**src/hw/rtl/vggc_pkg.sv**
```systemverilog
// Package: shared constants, codes and types of the voice glide and gate controller.
`timescale 1ns / 1ps
`default_nettype none
package vggc_pkg;

	// ratio format: 8 integer bits, RATIO_FRAC_BITS fraction bits
	localparam int RATIO_FRAC_BITS = 40;
	localparam int RATIO_W         = RATIO_FRAC_BITS + 8;
	localparam logic [RATIO_W-1:0] RATIO_ONE = RATIO_W'(1) << RATIO_FRAC_BITS;
	localparam logic [RATIO_W-1:0] RATIO_MAX = '1;

	localparam int FREQ_W   = 32;
	localparam int SHOWN_W  = 32;
	localparam int GLIDE_W  = 20;

	// shared divider: one quotient bit per cycle
	localparam int DIV_STEPS = RATIO_W;
	localparam int DIV_CNT_W = $clog2(DIV_STEPS + 1);

	// item kinds
	localparam logic [1:0] KIND_TICK  = 2'd0;
	localparam logic [1:0] KIND_START = 2'd1;
	localparam logic [1:0] KIND_STOP  = 2'd2;

	// configuration register indexes
	localparam int CFG_IDX_W = 1;
	localparam int CFG_DATA_W = GLIDE_W;
	localparam logic [CFG_IDX_W-1:0] CFG_GLIDE_SAMPLES = 1'b0;
	localparam logic [CFG_IDX_W-1:0] CFG_MONO_MODE     = 1'b1;

	typedef struct packed {
		logic                start;
		logic [FREQ_W-1:0]   rem_init;
		logic [RATIO_W-1:0]  dividend;
		logic [FREQ_W-1:0]   divisor;
	} div_req_t;

	typedef struct packed {
		logic               busy;
		logic [RATIO_W-1:0] quotient;
	} div_rsp_t;

endpackage
`default_nettype wire

```
**src/hw/rtl/vggc_if.sv**
```systemverilog
// Interfaces: item channel and result channel of the voice glide and gate controller.
`timescale 1ns / 1ps
`default_nettype none
interface vggc_item_if;
	logic        valid;
	logic        ready;
	logic [1:0]  kind;
	logic [31:0] previous_frequency;
	logic [31:0] current_frequency;
	logic        key_down;
	logic        allow_tail_off;

	modport source (output valid, kind, previous_frequency, current_frequency, key_down,
		allow_tail_off, input ready);
	modport sink (input valid, kind, previous_frequency, current_frequency, key_down,
		allow_tail_off, output ready);
endinterface

interface vggc_result_if;
	logic        valid;
	logic        ready;
	logic [31:0] glide_ratio;
	logic        glide_active;
	logic        gate_on;
	logic        gate_off;
	logic        clear_note;

	modport source (output valid, glide_ratio, glide_active, gate_on, gate_off, clear_note,
		input ready);
	modport sink (input valid, glide_ratio, glide_active, gate_on, gate_off, clear_note,
		output ready);
endinterface
`default_nettype wire

```
**src/hw/rtl/vggc_div.sv**
```systemverilog
// Shared restoring divider: one quotient bit per cycle, DIV_STEPS quotient bits per division.
`timescale 1ns / 1ps
`default_nettype none
module vggc_div
	import vggc_pkg::*;
(
	input  wire logic     clk,
	input  wire logic     arst_n,
	input  wire div_req_t req,
	output div_rsp_t      rsp
);

	logic [DIV_CNT_W-1:0] cnt_q;
	logic [FREQ_W-1:0]    rem_q;
	logic [RATIO_W-1:0]   sh_q;     // dividend bits out the top, quotient bits in the bottom
	logic [FREQ_W-1:0]    dvs_q;

	logic [FREQ_W:0]   trial;
	logic              q_bit;
	logic [FREQ_W:0]   diff;

	always_comb begin
		trial = {rem_q, sh_q[RATIO_W-1]};
		q_bit = trial >= {1'b0, dvs_q};
		diff  = trial - {1'b0, dvs_q};
	end

	always_ff @(posedge clk or negedge arst_n) begin
		if (!arst_n) begin
			cnt_q <= '0;
		end else if (req.start) begin
			cnt_q <= DIV_CNT_W'(DIV_STEPS);
		end else if (cnt_q != '0) begin
			cnt_q <= cnt_q - 1'b1;
		end
	end

	// remainder stays below the divisor, so FREQ_W bits hold it
	always_ff @(posedge clk) begin
		if (req.start) begin
			rem_q <= req.rem_init;
			sh_q  <= req.dividend;
			dvs_q <= req.divisor;
		end else if (cnt_q != '0) begin
			rem_q <= q_bit ? diff[FREQ_W-1:0] : trial[FREQ_W-1:0];
			sh_q  <= {sh_q[RATIO_W-2:0], q_bit};
		end
	end

	assign rsp.busy     = cnt_q != '0;
	assign rsp.quotient = sh_q;

endmodule
`default_nettype wire

```
**src/hw/rtl/voice_glide_gate_controller.sv**
```systemverilog
// Top level: gate and portamento glide controller of one synthesizer voice.
// Tick, stop, unused kind and non-gliding start go from accept straight to ST_FIN, which loads
// the result beat once the output slot is free. A gliding note start first runs two 48-step
// divisions on the shared divider (ratio, then per-sample step); a saturated ratio skips the first.
// One item at a time: ready only while the sequencer is idle.
// arst_n clears control and voice state: ratio 1.0, no glide, no note, configuration registers zero.
`timescale 1ns / 1ps
`default_nettype none
module voice_glide_gate_controller
	import vggc_pkg::*;
(
	input  wire logic                  clk,
	input  wire logic                  arst_n,
	input  wire logic                  cfg_we,
	input  wire logic [CFG_IDX_W-1:0]  cfg_index,
	input  wire logic [CFG_DATA_W-1:0] cfg_data,
	vggc_item_if.sink                  req,
	vggc_result_if.source              rsp
);

	// sequencer states
	localparam logic [2:0] ST_IDLE = 3'd0;
	localparam logic [2:0] ST_DIV1 = 3'd1;   // ratio = prev / cur
	localparam logic [2:0] ST_MAG  = 3'd2;   // distance of ratio from 1.0
	localparam logic [2:0] ST_DIV2 = 3'd3;   // step = distance / glide_samples
	localparam logic [2:0] ST_FIN  = 3'd4;   // commit state, load result beat

	logic [2:0] state_q;

	// configuration
	logic [GLIDE_W-1:0] glide_samples_q;
	logic               mono_mode_q;

	// voice state
	logic               note_trig_q;
	logic               running_q;
	logic [RATIO_W-1:0] ratio_q;
	logic [RATIO_W:0]   step_q;       // signed

	// latched item and note-start work values
	logic [1:0]         kind_q;
	logic               key_q;
	logic               tail_q;
	logic               glide_q;      // this start begins a glide
	logic               dir_q;        // ratio above 1.0: ramp down
	logic [RATIO_W-1:0] ratio_w_q;
	logic [RATIO_W:0]   step_w_q;

	// result register
	logic               out_valid_q;
	logic [SHOWN_W-1:0] out_ratio_q;
	logic               out_active_q;
	logic               out_on_q;
	logic               out_off_q;
	logic               out_clr_q;

	div_req_t dreq;
	div_rsp_t drsp;

	vggc_div u_div (
		.clk    (clk),
		.arst_n (arst_n),
		.req    (dreq),
		.rsp    (drsp)
	);

	logic accept;
	logic glide_cond;
	logic ratio_sat;
	logic [RATIO_W-1:0] mag;
	logic [RATIO_W:0]   quo_x;
	logic slot_free;

	assign req.ready = state_q == ST_IDLE;
	assign accept    = req.valid && req.ready;
	assign slot_free = !out_valid_q || rsp.ready;

	// legato start with glide enabled, both frequencies nonzero and different
	assign glide_cond = note_trig_q && (glide_samples_q != '0) &&
		(req.previous_frequency != '0) && (req.current_frequency != '0) &&
		(req.previous_frequency != req.current_frequency);
	// quotient reaches 2^RATIO_W exactly when prev >= cur * 256
	assign ratio_sat = {8'b0, req.previous_frequency} >= {req.current_frequency, 8'b0};

	assign mag   = (ratio_w_q > RATIO_ONE) ? ratio_w_q - RATIO_ONE : RATIO_ONE - ratio_w_q;
	assign quo_x = {1'b0, drsp.quotient};

	// divider requests: ratio division from the item, step division from the distance
	always_comb begin
		dreq = '0;
		if (state_q == ST_IDLE) begin
			dreq.start    = accept && (req.kind == KIND_START) && glide_cond && !ratio_sat;
			dreq.rem_init = {8'b0, req.previous_frequency[FREQ_W-1:8]};
			dreq.dividend = {req.previous_frequency[7:0], {RATIO_FRAC_BITS{1'b0}}};
			dreq.divisor  = req.current_frequency;
		end else if (state_q == ST_MAG) begin
			dreq.start    = 1'b1;
			dreq.rem_init = '0;
			dreq.dividend = mag;
			dreq.divisor  = {{(FREQ_W-GLIDE_W){1'b0}}, glide_samples_q};
		end
	end

	// tick arithmetic: add the step, stop once 1.0 is reached or passed
	logic signed [RATIO_W+1:0] tick_sum;
	logic signed [RATIO_W+1:0] one_x;
	logic                      step_neg;
	logic                      step_zero;
	logic                      ramp_end;

	always_comb begin
		one_x     = $signed({2'b00, RATIO_ONE});
		tick_sum  = $signed({2'b00, ratio_q}) + $signed({step_q[RATIO_W], step_q});
		step_neg  = step_q[RATIO_W];
		step_zero = step_q == '0;
		ramp_end  = (!step_neg && (tick_sum >= one_x)) ||
			((step_neg || step_zero) && (tick_sum <= one_x));
	end

	// next voice state and pulses for the latched item
	logic               nx_trig;
	logic               nx_running;
	logic [RATIO_W-1:0] nx_ratio;
	logic [RATIO_W:0]   nx_step;
	logic               nx_on;
	logic               nx_off;
	logic               nx_clr;
	logic [RATIO_W-1:0] nx_shown;

	always_comb begin
		nx_trig    = note_trig_q;
		nx_running = running_q;
		nx_ratio   = ratio_q;
		nx_step    = step_q;
		nx_on      = 1'b0;
		nx_off     = 1'b0;
		nx_clr     = 1'b0;
		case (kind_q)
			KIND_TICK: begin
				if (running_q) begin
					if (ramp_end) begin
						nx_running = 1'b0;
						nx_ratio   = RATIO_ONE;
						nx_step    = '0;
					end else begin
						nx_ratio = tick_sum[RATIO_W-1:0];
					end
				end
			end
			KIND_START: begin
				nx_running = glide_q;
				nx_ratio   = glide_q ? ratio_w_q : RATIO_ONE;
				nx_step    = glide_q ? step_w_q : '0;
				nx_on      = !note_trig_q;
				nx_trig    = 1'b1;
			end
			KIND_STOP: begin
				// held mono stop that allows tail-off is ignored; a stop never touches the glide
				if (!(mono_mode_q && key_q && tail_q)) begin
					nx_clr  = !tail_q;
					nx_off  = 1'b1;
					nx_trig = 1'b0;
				end
			end
			default: begin
			end
		endcase
		nx_shown = nx_running ? nx_ratio : RATIO_ONE;
	end

	// sequencer and state
	always_ff @(posedge clk or negedge arst_n) begin
		if (!arst_n) begin
			state_q         <= ST_IDLE;
			glide_samples_q <= '0;
			mono_mode_q     <= 1'b0;
			note_trig_q     <= 1'b0;
			running_q       <= 1'b0;
			ratio_q         <= RATIO_ONE;
			step_q          <= '0;
			out_valid_q     <= 1'b0;
		end else begin
			if (cfg_we) begin
				case (cfg_index)
					CFG_GLIDE_SAMPLES: glide_samples_q <= cfg_data;
					CFG_MONO_MODE:     mono_mode_q     <= cfg_data[0];
					default: begin
					end
				endcase
			end
			if (rsp.valid && rsp.ready) begin
				out_valid_q <= 1'b0;
			end
			case (state_q)
				ST_IDLE: begin
					if (accept) begin
						if (req.kind == KIND_START && glide_cond) begin
							state_q <= ratio_sat ? ST_MAG : ST_DIV1;
						end else begin
							state_q <= ST_FIN;
						end
					end
				end
				ST_DIV1: begin
					if (!drsp.busy) begin
						state_q <= ST_MAG;
					end
				end
				ST_MAG: begin
					state_q <= ST_DIV2;
				end
				ST_DIV2: begin
					if (!drsp.busy) begin
						state_q <= ST_FIN;
					end
				end
				ST_FIN: begin
					if (slot_free) begin
						note_trig_q <= nx_trig;
						running_q   <= nx_running;
						ratio_q     <= nx_ratio;
						step_q      <= nx_step;
						out_valid_q <= 1'b1;
						state_q     <= ST_IDLE;
					end
				end
				default: begin
					state_q <= ST_IDLE;
				end
			endcase
		end
	end

	// item latch, work values and result payload
	always_ff @(posedge clk) begin
		if (accept) begin
			kind_q    <= req.kind;
			key_q     <= req.key_down;
			tail_q    <= req.allow_tail_off;
			glide_q   <= (req.kind == KIND_START) && glide_cond;
			ratio_w_q <= RATIO_MAX;
		end
		if (state_q == ST_DIV1 && !drsp.busy) begin
			ratio_w_q <= drsp.quotient;
		end
		if (state_q == ST_MAG) begin
			dir_q <= ratio_w_q > RATIO_ONE;
		end
		if (state_q == ST_DIV2 && !drsp.busy) begin
			step_w_q <= dir_q ? (~quo_x + 1'b1) : quo_x;
		end
		if (state_q == ST_FIN && slot_free) begin
			out_ratio_q  <= nx_shown[RATIO_W-1 -: SHOWN_W];
			out_active_q <= nx_running;
			out_on_q     <= nx_on;
			out_off_q    <= nx_off;
			out_clr_q    <= nx_clr;
		end
	end

	assign rsp.valid        = out_valid_q;
	assign rsp.glide_ratio  = out_ratio_q;
	assign rsp.glide_active = out_active_q;
	assign rsp.gate_on      = out_on_q;
	assign rsp.gate_off     = out_off_q;
	assign rsp.clear_note   = out_clr_q;

`ifndef NO_ASSERTIONS
	// a result beat never both triggers and releases the envelopes
	a_on_off_excl: assert property (@(posedge clk) disable iff (!arst_n)
		rsp.valid |-> !(rsp.gate_on && rsp.gate_off))
		else $error("gate_on and gate_off in one beat");

	// clearing the note always comes with a release
	a_clr_implies_off: assert property (@(posedge clk) disable iff (!arst_n)
		rsp.valid && rsp.clear_note |-> rsp.gate_off)
		else $error("clear_note without gate_off");

	// with no glide the shown ratio is exactly 1.0
	a_idle_ratio_one: assert property (@(posedge clk) disable iff (!arst_n)
		rsp.valid && !rsp.glide_active |->
			rsp.glide_ratio == RATIO_ONE[RATIO_W-1 -: SHOWN_W])
		else $error("idle ratio is not 1.0");

	// the shared divider is idle whenever a new beat can be taken
	a_div_idle_ready: assert property (@(posedge clk) disable iff (!arst_n)
		req.ready |-> !drsp.busy)
		else $error("divider busy while ready");

	// a running downward ramp has a ratio above 1.0
	a_ramp_side: assert property (@(posedge clk) disable iff (!arst_n)
		running_q && step_q[RATIO_W] |-> ratio_q > RATIO_ONE)
		else $error("downward ramp at or below 1.0");
`endif

endmodule
`default_nettype wire
```
**src/flat_wrapper.sv**
```systemverilog
// flat-port wrapper written by rule: the top's interface ports become plain ports
module voice_glide_gate_controller_flat import vggc_pkg::*;
  (clk, arst_n, cfg_we, cfg_index, cfg_data, req_valid, req_kind, req_previous_frequency, req_current_frequency, req_key_down, req_allow_tail_off, req_ready, rsp_valid, rsp_glide_ratio, rsp_glide_active, rsp_gate_on, rsp_gate_off, rsp_clear_note, rsp_ready);
  vggc_item_if req_i ();
  vggc_result_if rsp_i ();
  input  wire logic clk;
  input  wire logic arst_n;
  input  wire logic cfg_we;
  input  wire logic [CFG_IDX_W-1:0] cfg_index;
  input  wire logic [CFG_DATA_W-1:0] cfg_data;
  input wire logic [$bits(req_i.valid)-1:0] req_valid;
  input wire logic [$bits(req_i.kind)-1:0] req_kind;
  input wire logic [$bits(req_i.previous_frequency)-1:0] req_previous_frequency;
  input wire logic [$bits(req_i.current_frequency)-1:0] req_current_frequency;
  input wire logic [$bits(req_i.key_down)-1:0] req_key_down;
  input wire logic [$bits(req_i.allow_tail_off)-1:0] req_allow_tail_off;
  output wire logic [$bits(req_i.ready)-1:0] req_ready;
  output wire logic [$bits(rsp_i.valid)-1:0] rsp_valid;
  output wire logic [$bits(rsp_i.glide_ratio)-1:0] rsp_glide_ratio;
  output wire logic [$bits(rsp_i.glide_active)-1:0] rsp_glide_active;
  output wire logic [$bits(rsp_i.gate_on)-1:0] rsp_gate_on;
  output wire logic [$bits(rsp_i.gate_off)-1:0] rsp_gate_off;
  output wire logic [$bits(rsp_i.clear_note)-1:0] rsp_clear_note;
  input wire logic [$bits(rsp_i.ready)-1:0] rsp_ready;
  assign req_i.valid = req_valid;
  assign req_i.kind = req_kind;
  assign req_i.previous_frequency = req_previous_frequency;
  assign req_i.current_frequency = req_current_frequency;
  assign req_i.key_down = req_key_down;
  assign req_i.allow_tail_off = req_allow_tail_off;
  assign req_ready = req_i.ready;
  assign rsp_valid = rsp_i.valid;
  assign rsp_glide_ratio = rsp_i.glide_ratio;
  assign rsp_glide_active = rsp_i.glide_active;
  assign rsp_gate_on = rsp_i.gate_on;
  assign rsp_gate_off = rsp_i.gate_off;
  assign rsp_clear_note = rsp_i.clear_note;
  assign rsp_i.ready = rsp_ready;
  voice_glide_gate_controller u_core (.clk(clk), .arst_n(arst_n), .cfg_we(cfg_we), .cfg_index(cfg_index), .cfg_data(cfg_data), .req(req_i), .rsp(rsp_i));
endmodule
```
**config.mk**
```make
export PLATFORM = sky130hd
export DESIGN_NAME = voice_glide_gate_controller_flat
export DESIGN_NICKNAME = d
export VERILOG_FILES = /design/src/hw/rtl/vggc_pkg.sv /design/src/hw/rtl/vggc_if.sv /design/src/hw/rtl/vggc_div.sv /design/src/hw/rtl/voice_glide_gate_controller.sv /design/src/flat_wrapper.sv
export SDC_FILE = /design/constraint.sdc
export NUM_CORES = 1
export LEC_CHECK = 0
export BUFFER_PORTS_ARGS = -buffer_cell sky130_fd_sc_hd__buf_4
export CAP_MARGIN = 0
export CORE_ASPECT_RATIO = 1.1
export CORE_MARGIN = 2
export CORE_UTILIZATION = 62
export DETAILED_ROUTE_END_ITERATION = 8
export PLACE_DENSITY = 0.79
export SYNTH_ARGS = -nofsm -noshare
export SYNTH_HDL_FRONTEND = slang
export SYNTH_SLANG_ARGS = --single-unit
```
**constraint.sdc**
```tcl
create_clock -name clk -period 6.2 [get_ports clk]
set_input_delay 0.62 -clock clk [delete_from_list [all_inputs] [get_ports clk]]
set_output_delay 0.62 -clock clk [all_outputs]
set_load 0.005 [all_outputs]
```
==> Yosys cells after proc, flatten, opt, wreduce, memory -nomap -nowiden <==
Index checks and enable logic that the tools add are counted.
{ "totals": {"ff_bits": 381, "inputBits": 94, "out_inout_bits": 38, "word_cells": 137} }
{ "classes": {"add_sub_neg": 6, "n_lt_le_gt_ge": 5, "n_eq_ne": 15, "mux": 37, "bitwise": 3, "reduce_logical": 45} }
{ "op_table": {"columns": ["cell", "count"], "rows": [
  ["48-bit two-way mux", 9],
  ["113-bit two-way mux", 2],
  ["49-bit two-way mux", 3],
  ["49-bit one-hot mux with 2 select lines", 1],
  ["32-bit two-way mux", 3],
  ["48-bit one-hot mux with 2 select lines", 1],
  ["32-bit nonzero test", 2],
  ["49-bit by 49-bit adder with 50-bit output", 1],
  ["50-bit by 42-bit >= comparator with 1-bit output (second input constant)", 1],
  ["50-bit by 42-bit less-or-equal comparator with 1-bit output (second input constant)", 1],
  ["49-bit by 1-bit adder with 49-bit output (second input constant)", 1],
  ["49-bit zero test", 1],
  ["48-bit NOT with 49-bit output", 1],
  ["48-bit by 41-bit greater-than comparator with 1-bit output (second input constant)", 1],
  ["41-bit by 48-bit subtractor with 48-bit output (first input constant)", 1],
  ["48-bit by 41-bit subtractor with 48-bit output (second input constant)", 1],
  ["32-bit by 40-bit >= comparator with 1-bit output", 1],
  ["33-bit by 32-bit >= comparator with 1-bit output", 1],
  ["32-bit inequality test", 1],
  ["32-bit subtractor", 1],
  ["20-bit nonzero test", 1],
  ["1-bit logical AND", 17],
  ["3-bit two-way mux", 5],
  ["3-bit one-hot mux with 5 select lines", 1],
  ["other kinds (23)", 53]
]} }

==> Depth between registers and ports, before layout <==
{ "depth": {"ltp_word": 9, "mapped_depth": 18, "depth_no_buf": 17} }

==> By module <==
A second synthesis with hierarchy kept.
{ "hier_totals": {"cells_unflattened": 2553, "area_unflattened_um2": 25179.1} }
{ "by_module_without_submodules": {"columns": ["mod", "instances", "cells_each", "area_per_inst_um2"], "rows": [
  ["voice_glide_gate_controller", 1, 1953, 18313.8],
  ["vggc_div", 1, 600, 6865.3]
]} }

==> Worst setup path after synthesis <==
Ideal clock, no wire load.
{ "synth_path": {"kind": "register to register", "start": "reg u_core.u_div.cnt_q[0]", "end": "reg u_core.step_w_q[0] (enable)", "setup_time_ps": 516, "t_arrival_ps": 4354, "required_time_ps": 5684, "setup_slack_ps": 1330, "stages_incl_launch_ff": 6, "period_less_slack_ps": 4870, "cell_sequence": "dfrtp_1 > inv_1 > ha_1 > nor2b_1 > nand2_1 > nor3_1"} }
{ "synth_via": {"elab_chain_cells": 3} }
{ "synth_rtl": {"columns": ["element", "line", "text"], "rows": [
  ["start, declared", "vggc_div.sv:13", "logic [DIV_CNT_W-1:0] cnt_q;"],
  ["start signal, assigned", "vggc_div.sv:32", "cnt_q <= DIV_CNT_W'(DIV_STEPS);"],
  ["start signal, assigned", "vggc_div.sv:34", "cnt_q <= cnt_q - 1'b1;"],
  ["6-bit nonzero test", "vggc_div.sv:50", "assign rsp.busy = cnt_q != '0;"],
  ["1-bit zero test", null, null],
  ["1-bit logical AND", "voice_glide_gate_controller.sv:249", "if (state_q == ST_DIV2 && !drsp.busy) begin"],
  ["end signal, assigned", "voice_glide_gate_controller.sv:250", "step_w_q <= dir_q ? (~quo_x + 1'b1) : quo_x;"],
  ["end, declared", "voice_glide_gate_controller.sv:47", "logic [RATIO_W:0] step_w_q;"]
]} }
Every way passes these cells.
A chain may end at the register's enable or synchronous reset.

==> Worst setup path after layout <==
{ "layout_path": {"start": "reg u_core.step_q[9]", "end": "reg u_core.step_q[10]"} }
{ "layout_via": {"elab_chain_cells": 6} }
{ "layout_rtl": {"columns": ["element", "line", "text"], "rows": [
  ["start, declared", "voice_glide_gate_controller.sv:38", "logic [RATIO_W:0] step_q;"],
  ["start signal, assigned", "voice_glide_gate_controller.sv:222", "step_q <= nx_step;"],
  ["49-bit by 49-bit adder with 50-bit output or 49-bit zero test (tied branches)", "voice_glide_gate_controller.sv:113, voice_glide_gate_controller.sv:115", null],
  ["50-bit by 42-bit >= comparator with 1-bit output, or another cell as far along", "voice_glide_gate_controller.sv:116", "ramp_end = (!step_neg && (tick_sum >= one_x)) ||"],
  ["1-bit logical AND, on equally long branches", "voice_glide_gate_controller.sv:116, voice_glide_gate_controller.sv:117", null],
  ["1-bit logical OR (*)", "voice_glide_gate_controller.sv:116", null],
  ["2-bit by 1-bit inequality test with 1-bit output (no source line) (*)", null, null],
  ["5-bit AND reduction (no source line) (*)", null, null]
]} }
Every way passes the cells marked *; elsewhere a longest branch is shown, timed or not.

==> results.txt <==
----------------------------------------------------
[Yosys]
  Most used flip-flop cell after synthesis ... edfxtp_1
  Yosys warnings ... 0
  Post-synthesis sequential area ratio ... 0.448
  Syn nets ... 2717
  Share of flip-flops with an asynchronous set or reset after synthesis ... 0.341
  Number of flip-flops and latches in the synthesized netlist ... 381
  Biggest area contributors in the synthesized netlist ... edfxtp_1 (31%), dfrtp_1 (13%), ha_1 (5.8%)
  Count of flip-flops with a built-in enable after synthesis ... 251
  Post-synthesis average cell area ... 9.59 um^2
  Post-synthesis cell type with the largest combined area ... edfxtp_1
  Top-area cell type share of the netlist area ... 0.313
  Syn Inst Count ... 2510
  Count of cell types in the netlist ... 78
  Cell Area, Synth ... 0.0241 mm^2

[Clocking]
  Clock slew at the register clock pins of the worst setup and hold paths ... 0.06 ns
  Root Driver ... clkbuf_16
  Hold buffer count at cts ... 0
  CTS tree ... done
  CTS resizes ... 0
  Number of buffers between clock root and the deepest sink ... 3
  Total CTS buffers ... 41
  Clock sink total ... 381
  Insertion delay of the later-clocked pin in the worst-skew pair ... 0.58 ns
  Post CTS Setup Buffer Count ... 0
  Max H-tree Level ... 2

[Die]
  IO Pins ... 132
  Die footprint ... 0.0404 mm^2
  Die span in x ... 192 um
  Core outline area ... 0.0382 mm^2
  Initial Utilization ... 0.630
  Site row count ... 75
  Die span in y ... 211 um

[Placed design]
  Routability cong. ... 0.985
  DPL Wire Length ... 51100 um
  Count of port buffers added during placement ... 131

[Detailed routing]
  Total length of routed wires ... 69500 um
  Via-per-instance ratio ... 6.54
  Number of remaining DRC errors ... 0
  Wirelength per Cell ... 22.3 um
  Number of design-rule violations left by the first detailed-router iteration ... 2000
  Drt first pass iters ... 5
  Number of nets still failing antenna checks after routing ... 0
  Vias after detailed routing ... 20402

[Critical path]
  Slowest stage cell, crit path ... buf_4
  Startpoint Class ... flip-flop
  Worst path max stage delay ... 0.65 ns
  Critical Path Fanout Max ... 49
  Data required time at the worst endpoint ... 6.68 ns
  R2R cell count ... 15
  Worst Path Buf+Inv ... 1
  Worst reg2reg path startpoint ... u_core.step_q[9]
  Kind of cell with the highest combined delay on the critical path ... simple AND/OR/NAND/NOR gates
  Critical Setup Path Class ... reg -> reg
  Kind of end point of the critical path ... flip-flop
  Critical path data arrival time ... 6.06 ns
  Cells along the critical path ... ha_1 > a21oi_1 > nand2_1 > nor3_1 > a211oi_1 > or3_1 > a2111oi_0 > nand4_1 > nor4_1 > nand4_1 > a21oi_1 > o21ai_4 > a21boi_4 > buf_4 > mux2i_1
  Register-to-register setup slack ... 0.62 ns
  Crit Reg-Reg Endpoint ... u_core.step_q[10]

[Layout]
  Most frequent standard cell in the layout excluding fill and tap cells ... edfxtp_1
  Most frequent cells in the layout ... edfxtp_1 (251), nor2_1 (215), nand2_1 (189), a21oi_1 (180), buf_4 (157)
  Area growth from synthesis to final layout ... 11.6%
  Net count reported at finish ... 2796
  Fraction of layout cells with a size suffix above 1 ... 0.109
  Number of antenna diodes ... 0

[Timing]
  Clock skew ... 0.0254 ns
  Final Cycle Share ... 0.901
  Hold Slack ... 0.0243 ns
  RSZ-0062 raised after global routing ... no
  Final number of max-transition violations ... 0
  Final sum of negative setup slack ... 0 ns
  Relative slew margins ... 0.251
  Actual transition at the worst max-transition pin ... 1.12 ns
  Final Critical Period ... 5.58 ns
  Hold violation count in the final report ... 0
  Setup Viol. Count Final ... 0
  FMAX ... 179 MHz

[GRT]
  Global-route usage over all layers ... 0.349
  Overflow after GRT ... 0
  Largest net degree at the start of global routing ... 95
  Via count of the first global-routing pass ... 20199
  Global-route wire length before repair ... 110000 um
  Antenna violations before repair ... 0

[Flow run]
  Max-cap violations ... 0

[Pwr]
  Power per cell area ... 201 mW/mm^2
  Leakage ... 11.2 nW
  Worst supply voltage drop on vdd ... 244 uV

[Hold path]
  Type of the most critical hold path ... in -> async

[Status]
  Run status ... finished, final reports clean

----------------------------------------------------
[state kept, by name (all words and copies together) (netlist names), 2 cells and up]
signal	flops
u_core.u_div.rem_q	32
u_core.u_div.dvs_q	32
u_core.u_div.sh_q	48
u_core.glide_samples_q	20
u_core.kind_q	2
u_core.u_div.cnt_q	6
u_core.step_w_q	49
u_core.ratio_q	48
u_core.rsp.glide_ratio	32
u_core.step_q	49
u_core.ratio_w_q	48
u_core.state_q	3
[through the flow]
| step | std cells | setup slack (ns) | power [mW] | area (um^2) | utilization |
|---|---|---|---|---|---|
| after floorplan | 2510 | 1.33 | 2.84 | 24100 | - |
| after detailed placement | 3046 | 0.679 | 2.97 | 25500 | 0.669 |
| after CTS | 3121 | 0.645 | 5.42 | 26900 | 0.704 |
| after global placement | 3046 | 0.773 | 2.97 | 25500 | 0.669 |
| after global routing | 3121 | 0.176 | 5.52 | 26900 | 0.704 |
| final | 3121 | 0.615 | 5.39 | 26900 | 0.704 |
[report_power, final]
part / switching, mW / internal [mW] / leakage [nW]
sequential: 0.0278 / 2.71 / 3.58
combinational: 0.0963 / 0.0903 / 6.97
clock: 1.03 / 1.44 / 0.661
total: 1.16 / 4.23 / 11.2
[worst register-to-register path, delay by kind of cell, from the launching register on]
family                     cells  cell delay (ns)
AOI/OAI and AO/OA              6             1.77
and+or+nand+nor                6             1.90
buffers and inverters          1             0.65
muxes                          1             0.32
DFF                            1             0.43
adders and majority gates      1             0.43
[routing by layer]
layer,GRT usage,up-vias,wire length [um]
met5,0,-,0
met4,0.176,0,3590
met2,0.559,1027,32100
li1,-,9417,-
met3,0.0547,196,6100
met1,0.462,9762,27700
[area by class of cell]
| type | instances | area (um^2) |
|---|---|---|
| fillers | 2836 | 11300 |
| clock inverters | 16 | 134 |
| clock buffers | 59 | 1210 |
| multi-input cells | 1854 | 12300 |
| flip-flops and latches | 381 | 10800 |
| well taps | 500 | 626 |
| inverters | 153 | 576 |
| repair buffers | 158 | 1190 |
[logic make-up (layout without fill, tap and decap cells)]
family | Yosys count | after routing | share of synthesized area
simple gates | 823 | 823 | 0.169
compound gates | 652 | 652 | 0.177
flops | 381 | 381 | 0.448
buf+inv | 275 | 386 | 0.0432
xor+xnor | 178 | 178 | 0.0648
fa+ha+maj | 113 | 113 | 0.0593
mux | 88 | 88 | 0.0379
[synth_stat cells (7+ instances only)]
cell type	number
nand2b_1	61
xnor2_1	136
o211ai_1	11
xor2_1	42
a211o_1	7
ha_1	111
nor3_1	71
edfxtp_1	251
o41ai_1	13
o21a_1	14
or4_1	12
nand4_1	36
a211oi_1	23
a32oi_1	11
nand3b_1	8
and2_1	27
and3_1	18
a22o_1	21
o2111ai_1	8
nand3_1	64
nor2_1	218
buf_1	7
mux2_2	25
dfrtp_1	129
o21ai_0	138
a221oi_1	15
a21o_1	49
o31ai_1	24
mux2i_1	63
a31oi_1	41
clkbuf_1	109
nor2b_1	20
nand2_1	190
or3_1	21
nor4_1	49
a21oi_1	180
o21bai_1	9
a221o_1	32
inv_1	149
[worst max-delay path by stage]
stage                          startpoint            endpoint  depth (start not counted)
finish                   u_core.step_q[9]   u_core.step_q[10]                         15
global route             u_core.step_q[9]   u_core.step_q[10]                         15
CTS                      u_core.step_q[0]   u_core.step_q[10]                         17
detailed placement       u_core.step_q[0]    u_core.step_q[9]                         17
global placement         u_core.step_q[9]    u_core.step_q[2]                         15
floorplan           u_core.u_div.cnt_q[0]  u_core.step_w_q[0]                          5
(Power assumes the default switching activity.)
